==> src/rtl/ash_pkg.sv <==
// Package for the annular sector hit test: widths, register indexes, shared types and the arctangent table.
`timescale 1ns / 1ps

package ash_pkg;

    // Geometry of the data path.
    localparam int COORD_BITS   = 16;
    localparam int ANGLE_BITS   = 16;
    localparam int RING_WIDTH   = 50;
    localparam int EDGE_MARGIN  = 10;

    localparam int RADIUS_W     = 14;
    localparam int ANGLE_REG_W  = 16;
    localparam int CFG_W        = (COORD_BITS > ANGLE_REG_W) ? COORD_BITS : ANGLE_REG_W;
    localparam int CFG_IDX_W    = 3;

    // A coordinate difference needs one bit more than a coordinate.
    localparam int DIFF_W       = COORD_BITS + 1;
    // The sum of two squared differences.
    localparam int D2_W         = 2 * COORD_BITS + 1;
    localparam int OUTER_W      = RADIUS_W + 1;
    localparam int SQ_W         = (D2_W > 2 * OUTER_W) ? D2_W : 2 * OUTER_W;

    // Vectoring CORDIC: the vector is scaled by 2^28 and grows by the CORDIC gain and by root two.
    localparam int CORDIC_SCALE = 28;
    localparam int CORDIC_ITERS = 32;
    localparam int ITER_W       = $clog2(CORDIC_ITERS);
    localparam int CW           = DIFF_W + CORDIC_SCALE + 3;
    localparam int Z_W          = 32;

    // Quadrant codes, the top two bits of a 32-bit binary angle.
    localparam logic [1:0] QUAD_ZERO    = 2'd0;
    localparam logic [1:0] QUAD_QUARTER = 2'd1;
    localparam logic [1:0] QUAD_HALF    = 2'd2;
    localparam logic [1:0] QUAD_THREE   = 2'd3;

    // Configuration register indexes.
    localparam logic [CFG_IDX_W-1:0] CFG_CENTER_X     = 3'd0;
    localparam logic [CFG_IDX_W-1:0] CFG_CENTER_Y     = 3'd1;
    localparam logic [CFG_IDX_W-1:0] CFG_OUTER_RADIUS = 3'd2;
    localparam logic [CFG_IDX_W-1:0] CFG_START_ANGLE  = 3'd3;
    localparam logic [CFG_IDX_W-1:0] CFG_END_ANGLE    = 3'd4;

    typedef struct packed {
        logic signed [COORD_BITS-1:0] center_x;
        logic signed [COORD_BITS-1:0] center_y;
        logic [RADIUS_W-1:0]          outer_radius;
        logic [ANGLE_REG_W-1:0]       start_angle;
        logic [ANGLE_REG_W-1:0]       end_angle;
    } t_cfg;

    // Word carried through the CORDIC pipeline.
    typedef struct packed {
        logic signed [CW-1:0] x;
        logic signed [CW-1:0] y;
        logic [Z_W-1:0]       z;
        logic                 axis;
        logic [1:0]           axis_quad;
        logic                 dist_ok;
    } t_cordic;

    // atan(2^-i) in units of 2^32 per full turn, rounded to nearest.
    function automatic logic [Z_W-1:0] atan_val(input logic [ITER_W-1:0] i);
        logic [Z_W-1:0] v;
        case (i)
            5'd0:  v = 32'h20000000;
            5'd1:  v = 32'h12E4051E;
            5'd2:  v = 32'h09FB385B;
            5'd3:  v = 32'h051111D4;
            5'd4:  v = 32'h028B0D43;
            5'd5:  v = 32'h0145D7E1;
            5'd6:  v = 32'h00A2F61E;
            5'd7:  v = 32'h00517C55;
            5'd8:  v = 32'h0028BE53;
            5'd9:  v = 32'h00145F2F;
            5'd10: v = 32'h000A2F98;
            5'd11: v = 32'h000517CC;
            5'd12: v = 32'h00028BE6;
            5'd13: v = 32'h000145F3;
            5'd14: v = 32'h0000A2FA;
            5'd15: v = 32'h0000517D;
            5'd16: v = 32'h000028BE;
            5'd17: v = 32'h0000145F;
            5'd18: v = 32'h00000A30;
            5'd19: v = 32'h00000518;
            5'd20: v = 32'h0000028C;
            5'd21: v = 32'h00000146;
            5'd22: v = 32'h000000A3;
            5'd23: v = 32'h00000051;
            5'd24: v = 32'h00000029;
            5'd25: v = 32'h00000014;
            5'd26: v = 32'h0000000A;
            5'd27: v = 32'h00000005;
            5'd28: v = 32'h00000003;
            5'd29: v = 32'h00000001;
            5'd30: v = 32'h00000001;
            default: v = 32'h00000000;
        endcase
        return v;
    endfunction

endpackage

==> src/rtl/ash_front.sv <==
// Front end: coordinate differences, squared distance test and CORDIC set-up over three stages.
`timescale 1ns / 1ps

module ash_front
    import ash_pkg::*;
(
    input  logic                         i_clk,
    input  logic                         i_rst_n,
    input  logic                         i_vld,
    input  logic signed [COORD_BITS-1:0] i_point_x,
    input  logic signed [COORD_BITS-1:0] i_point_y,
    input  t_cfg                         i_cfg,
    output logic                         o_vld,
    output t_cordic                      o_data
);

    localparam logic [RADIUS_W-1:0] INNER_OFF  = RADIUS_W'(RING_WIDTH + EDGE_MARGIN);
    localparam logic [OUTER_W-1:0]  MARGIN_EXT = OUTER_W'(EDGE_MARGIN);

    // Stage 1: differences and radius bounds.
    logic                     r1_vld;
    logic signed [DIFF_W-1:0] r1_dx, r1_dy;
    logic [OUTER_W-1:0]       r1_outer;
    logic [RADIUS_W-1:0]      r1_inner;
    logic                     r1_inner_pos;

    // Stage 2: squares and the starting CORDIC vector.
    logic                     r2_vld;
    logic [2*COORD_BITS-1:0]  r2_dx2, r2_dy2;
    logic [2*OUTER_W-1:0]     r2_out2;
    logic [2*RADIUS_W-1:0]    r2_in2;
    logic                     r2_inner_pos;
    t_cordic                  r2_cor;

    // Stage 3: distance verdict.
    logic                     r3_vld;
    t_cordic                  r3_cor;

    logic signed [2*DIFF_W-1:0] n_dx2_full, n_dy2_full;
    logic signed [DIFF_W-1:0]   n_xd, n_yd;
    logic                       n_dx_neg;
    t_cordic                    n_cor2;
    logic [D2_W-1:0]            n_d2;
    logic [SQ_W-1:0]            n_d2_ext, n_out2_ext, n_in2_ext;
    t_cordic                    n_cor3;

    always_comb begin
        n_dx2_full = r1_dx * r1_dx;
        n_dy2_full = r1_dy * r1_dy;

        // A vector in the left half-plane is turned by a half turn first.
        n_dx_neg = r1_dx[DIFF_W-1];
        n_xd     = n_dx_neg ? -r1_dx : r1_dx;
        n_yd     = n_dx_neg ? -r1_dy : r1_dy;

        n_cor2.x       = CW'(n_xd) <<< CORDIC_SCALE;
        n_cor2.y       = CW'(n_yd) <<< CORDIC_SCALE;
        n_cor2.z       = n_dx_neg ? {QUAD_HALF, (Z_W-2)'(0)} : '0;
        n_cor2.dist_ok = 1'b0;

        // Points on an axis, the centre included, take an exact angle.
        if (r1_dy == '0) begin
            n_cor2.axis      = 1'b1;
            n_cor2.axis_quad = n_dx_neg ? QUAD_HALF : QUAD_ZERO;
        end else if (r1_dx == '0) begin
            n_cor2.axis      = 1'b1;
            n_cor2.axis_quad = r1_dy[DIFF_W-1] ? QUAD_THREE : QUAD_QUARTER;
        end else begin
            n_cor2.axis      = 1'b0;
            n_cor2.axis_quad = QUAD_ZERO;
        end
    end

    always_comb begin
        n_d2       = D2_W'(r2_dx2) + D2_W'(r2_dy2);
        n_d2_ext   = SQ_W'(n_d2);
        n_out2_ext = SQ_W'(r2_out2);
        n_in2_ext  = SQ_W'(r2_in2);

        n_cor3         = r2_cor;
        n_cor3.dist_ok = (n_d2_ext <= n_out2_ext) &&
                         !(r2_inner_pos && (n_d2_ext < n_in2_ext));
    end

    always_ff @(posedge i_clk) begin
        if (!i_rst_n) begin
            r1_vld <= 1'b0;
            r2_vld <= 1'b0;
            r3_vld <= 1'b0;
        end else begin
            r1_vld <= i_vld;
            r2_vld <= r1_vld;
            r3_vld <= r2_vld;
        end
    end

    always_ff @(posedge i_clk) begin
        r1_dx        <= DIFF_W'(i_point_x) - DIFF_W'(i_cfg.center_x);
        r1_dy        <= DIFF_W'(i_point_y) - DIFF_W'(i_cfg.center_y);
        r1_outer     <= OUTER_W'(i_cfg.outer_radius) + MARGIN_EXT;
        r1_inner     <= i_cfg.outer_radius - INNER_OFF;
        r1_inner_pos <= i_cfg.outer_radius > INNER_OFF;

        r2_dx2       <= n_dx2_full[2*COORD_BITS-1:0];
        r2_dy2       <= n_dy2_full[2*COORD_BITS-1:0];
        r2_out2      <= r1_outer * r1_outer;
        r2_in2       <= r1_inner * r1_inner;
        r2_inner_pos <= r1_inner_pos;
        r2_cor       <= n_cor2;

        r3_cor       <= n_cor3;
    end

    assign o_vld  = r3_vld;
    assign o_data = r3_cor;

endmodule

==> config.mk <==
export PLATFORM = sky130hd
export DESIGN_NAME = ash_front
export DESIGN_NICKNAME = d
export VERILOG_FILES = /design/src/rtl/ash_pkg.sv /design/src/rtl/ash_front.sv
export SDC_FILE = /design/constraint.sdc
export NUM_CORES = 2
export LEC_CHECK = 0
export BUFFER_PORTS_ARGS = -buffer_cell sky130_fd_sc_hd__buf_2
export CAP_MARGIN = 20
export CORE_MARGIN = 2
export CORE_UTILIZATION = 35
export CTS_BUF_LIST = sky130_fd_sc_hd__clkbuf_4 sky130_fd_sc_hd__clkbuf_8
export DETAILED_ROUTE_END_ITERATION = 8
export PLACE_DENSITY = 0.59
export SETUP_SLACK_MARGIN = 0.02
export SYNTH_ARGS = -nofsm -noshare
export SYNTH_HDL_FRONTEND = slang
export SYNTH_SLANG_ARGS = --single-unit
==> constraint.sdc <==
create_clock -name i_clk -period 18.1 [get_ports i_clk]
set_clock_uncertainty 0.15 [all_clocks]
set_input_delay 0.905 -clock i_clk [delete_from_list [all_inputs] [get_ports i_clk]]
set_output_delay 0.905 -clock i_clk [all_outputs]
set_load 0.05 [all_outputs]
==> parameters.txt <==
Parameter                              Value

Status
  Run status    finished, final reports clean

STA
  # setup viols final    0
  Final min period    7.47 ns
  Slew at the pin closest to its max-slew limit    1.12 ns
  Final slew viol count    0
  Crit path setup slack, layout    10.63 ns
  Share of the clock period used by the worst path    41.3%
  Maximum clock frequency    0.134 GHz
  Aggregate negative setup slack    0 ns
  Final number of hold-violating endpoints    0
  Slew HR    24.9%
  RSZ-0062 raised after global routing    false

Clock network
  CTS Root Cell    sky130_fd_sc_hd__clkbuf_8
  Post-CTS repair timing setup buffer count    0
  H-Tree Depth    2
  PostCTS Resize Cnt    0
  Total clock sinks    259
  Number of buffers added by the clock tree synthesis step    49
  Clock latency on the worst-skew pair    0.67 ns
  Clock slew seen by the registers of the worst setup and hold paths    0.06 ns
  Count of hold-fix buffers inserted at cts    0
  Max Root-Sink Buffers    3
  Clock tree from TritonCTS    yes

Global route
  Via count of the first global-routing pass    30,600
  Final global-route overflow total    0
  Global-route wire length before repair    155 mm
  Pin count of the biggest net entering global routing    49
  Total global-route track usage    15.6%
  Number of antenna violations at the first check in global routing    2

Detailed routing
  Number of DRC markers after the initial detailed-route iteration    1,097
  Via Count    28,700
  Length of the first detailed-routing pass in iterations    7
  Total detailed-routing wirelength    91.5 mm
  Final ANT Viol Nets    0
  Wire length per cell after detailed routing    14.5 µm
  Drc violations    0
  Detailed-route vias per instance    4.56

Setup path
  Category of the worst setup path capture point    flop
  Worst path slowest cell    sky130_fd_sc_hd__dfxtp_1
  Type of the worst setup path    flop to flop
  CP required    18.53 ns
  Crit start category    flop
  Series of cell instances along the critical path    clkinv_1 > nor2_1 > ha_1 > xor2_1 > fa_1 > fa_1 > inv_1 > fa_1 > fa_1 > inv_1 > fa_1 > inv_1 > ha_1 > and4_1 > and4_1 > and2_1 > a221oi_2 > nor3_1 > o22ai_1 > o2111ai_1 > a21oi_1 > xor2_1
  Stages on the worst setup path    22
  WP buf/inv    4
  Cell class contributing the biggest share of worst-path delay    adder cells
  Critical-path maximum fanout    14
  Critical path arrival    7.90 ns
  Delay contributed by the slowest stage of the critical path    0.81 ns
  Path depth of the worst reg2reg path    22
  Worst path most repeated cell    sky130_fd_sc_hd__fa_1

Logic synthesis
  Area of the mapped netlist    42,000 µm²
  Cell types with the largest area share after synthesis    sky130_fd_sc_hd__fa_1, sky130_fd_sc_hd__ha_1, sky130_fd_sc_hd__dfxtp_1
  XOR/XNOR Fraction of Synth Area    5.05%
  Area share of fa/ha/maj cells after synthesis    51.0%
  Top FF cell, synth    sky130_fd_sc_hd__dfxtp_1
  Multiplexer area fraction after synthesis    0.182%
  Simple logic cell fraction of the synthesized area    11.0%
  Dominant combinational cell family by area after synthesis    adder cells
  Share of the synthesized area in the top cell type    36.8%
  Number of synthesized flops with an enable pin    0
  Per-instance average area after synthesis    9.21 µm²
  Largest area contributor in the synthesized netlist    sky130_fd_sc_hd__fa_1
  Sequential element share of the synthesized area    12.3%
  Synth unique cells    72
  Synthesized-area fraction occupied by ao, oa, aoi and oai cells    7.31%
  Synthesis-stage register bit count    259
  YS warnings    0
  Post-synthesis instance total    4,561
  Async set-or-reset flop fraction in the synthesized netlist    0%

Final layout
  Commonest cells after routing, fill and taps aside    sky130_fd_sc_hd__inv_1, sky130_fd_sc_hd__fa_1, sky130_fd_sc_hd__ha_1
  Nets    6,006
  Commonest non-fill, non-tap cell in the layout    sky130_fd_sc_hd__inv_1
  Layout-stage area growth over the synthesis result    7.50%
  Layout cells sized above 1    5.81%

Worst hold path
  Number of instances on the worst hold path    0
  Type of the worst min-delay path    flop to flop

Floorplan
  Effective utilization at floorplan    35.1%
  Overall die width    350 µm
  Number of top-level pins    246
  Die area    123,000 µm²
  Vert. Die Dim    350 µm
  Number of core rows    127
  Std-Cell Core Area    119,000 µm²

Placement
  Count of buffers inserted at the top-level ports    126
  Detailed-placement wirelength estimate    75.5 mm
  RD Place Congestion    0.847
  Worst setup slack before clock tree synthesis    10.61 ns

Job
  Max capacitance violation total    0
## cells by family after synthesis
kind of cell / Yosys count
xor+xnor: 242
flops: 259
compound gates: 463
simple gates: 973
mux: 7
buf+inv: 1369
fa+ha+maj: 1247
other cells: 1
## synthesized netlist by cell type, drive strengths merged, types with 15 or more instances
cell / count
clkbuf: 101
a21o: 87
nor2: 183
or3: 27
o21ai: 86
xor2: 66
a21oi: 125
a211oi: 18
buf: 102
xnor2: 176
o21a: 15
dfxtp: 259
nand2b: 22
and2: 167
nand2: 367
ha: 475
a31oi: 15
and3: 17
inv: 1157
fa: 772
nand3: 51
nor3: 49
nor2b: 36
## area by class of cell
class / count / area [µm²]
clock inverters: 18 / 211
flip-flops and latches: 259 / 5190
clock buffers: 72 / 903
multi-input cells: 3019 / 31600
fillers: 12300 / 74400
inverters: 1166 / 4380
well taps: 1612 / 2020
repair buffers: 151 / 815
diodes: 1 / 2.50
## metrics by stage
stage | hold WS, ns | instance area (µm²) | instances | utilization, %
after floorplan | 0.160 | 42300 | 4647 | -
after global placement | 0.162 | 44000 | 6206 | 36.8
after detailed placement | 0.162 | 44000 | 6207 | 36.8
after CTS | 0.152 | 45100 | 6297 | 37.8
after global routing | 0.172 | 45100 | 6298 | 37.8
final | 0.163 | 45100 | 6298 | 37.8
## state kept, by name, summed over array words and instances (netlist names)
| register | cells |
|---|---|
| r2_dx2 | 31 |
| o_data | 39 |
| r1_dx | 17 |
| r1_vld | 1 |
| n_cor3 | 36 |
| r2_vld | 1 |
| o_vld | 1 |
| r1_dy | 17 |
| r2_dy2 | 31 |
| r2_out2 | 28 |
| r2_in2 | 27 |
| r1_outer | 14 |
| r2_inner_pos | 1 |
| r1_inner_pos | 1 |
| r1_inner | 14 |
## routing by layer
| layer | GRT usage [%] | vias to the layer above | routed length (µm) |
|---|---|---|---|
| li1 | - | 13900 | - |
| met1 | 20.9 | 14200 | 41800 |
| met2 | 26.4 | 578 | 43200 |
| met3 | 2.12 | 124 | 4160 |
| met4 | 3.94 | 0 | 2230 |
| met5 | 0 | - | 0 |
## worst paths after layout
kind | startpoint | slack (ns) | end
setup / recovery | r1_dx[14] | 10.63 | r2_dx2[31]
hold / removal | n_cor3[126] | 0.16 | o_data[126]
setup reg to reg | r1_dx[14] | 10.63 | r2_dx2[31]
hold reg to reg | n_cor3[126] | 0.16 | o_data[126]
Power is not shown: default switching activity piles up to over one toggle a cycle in this logic, so the estimate is an artifact.
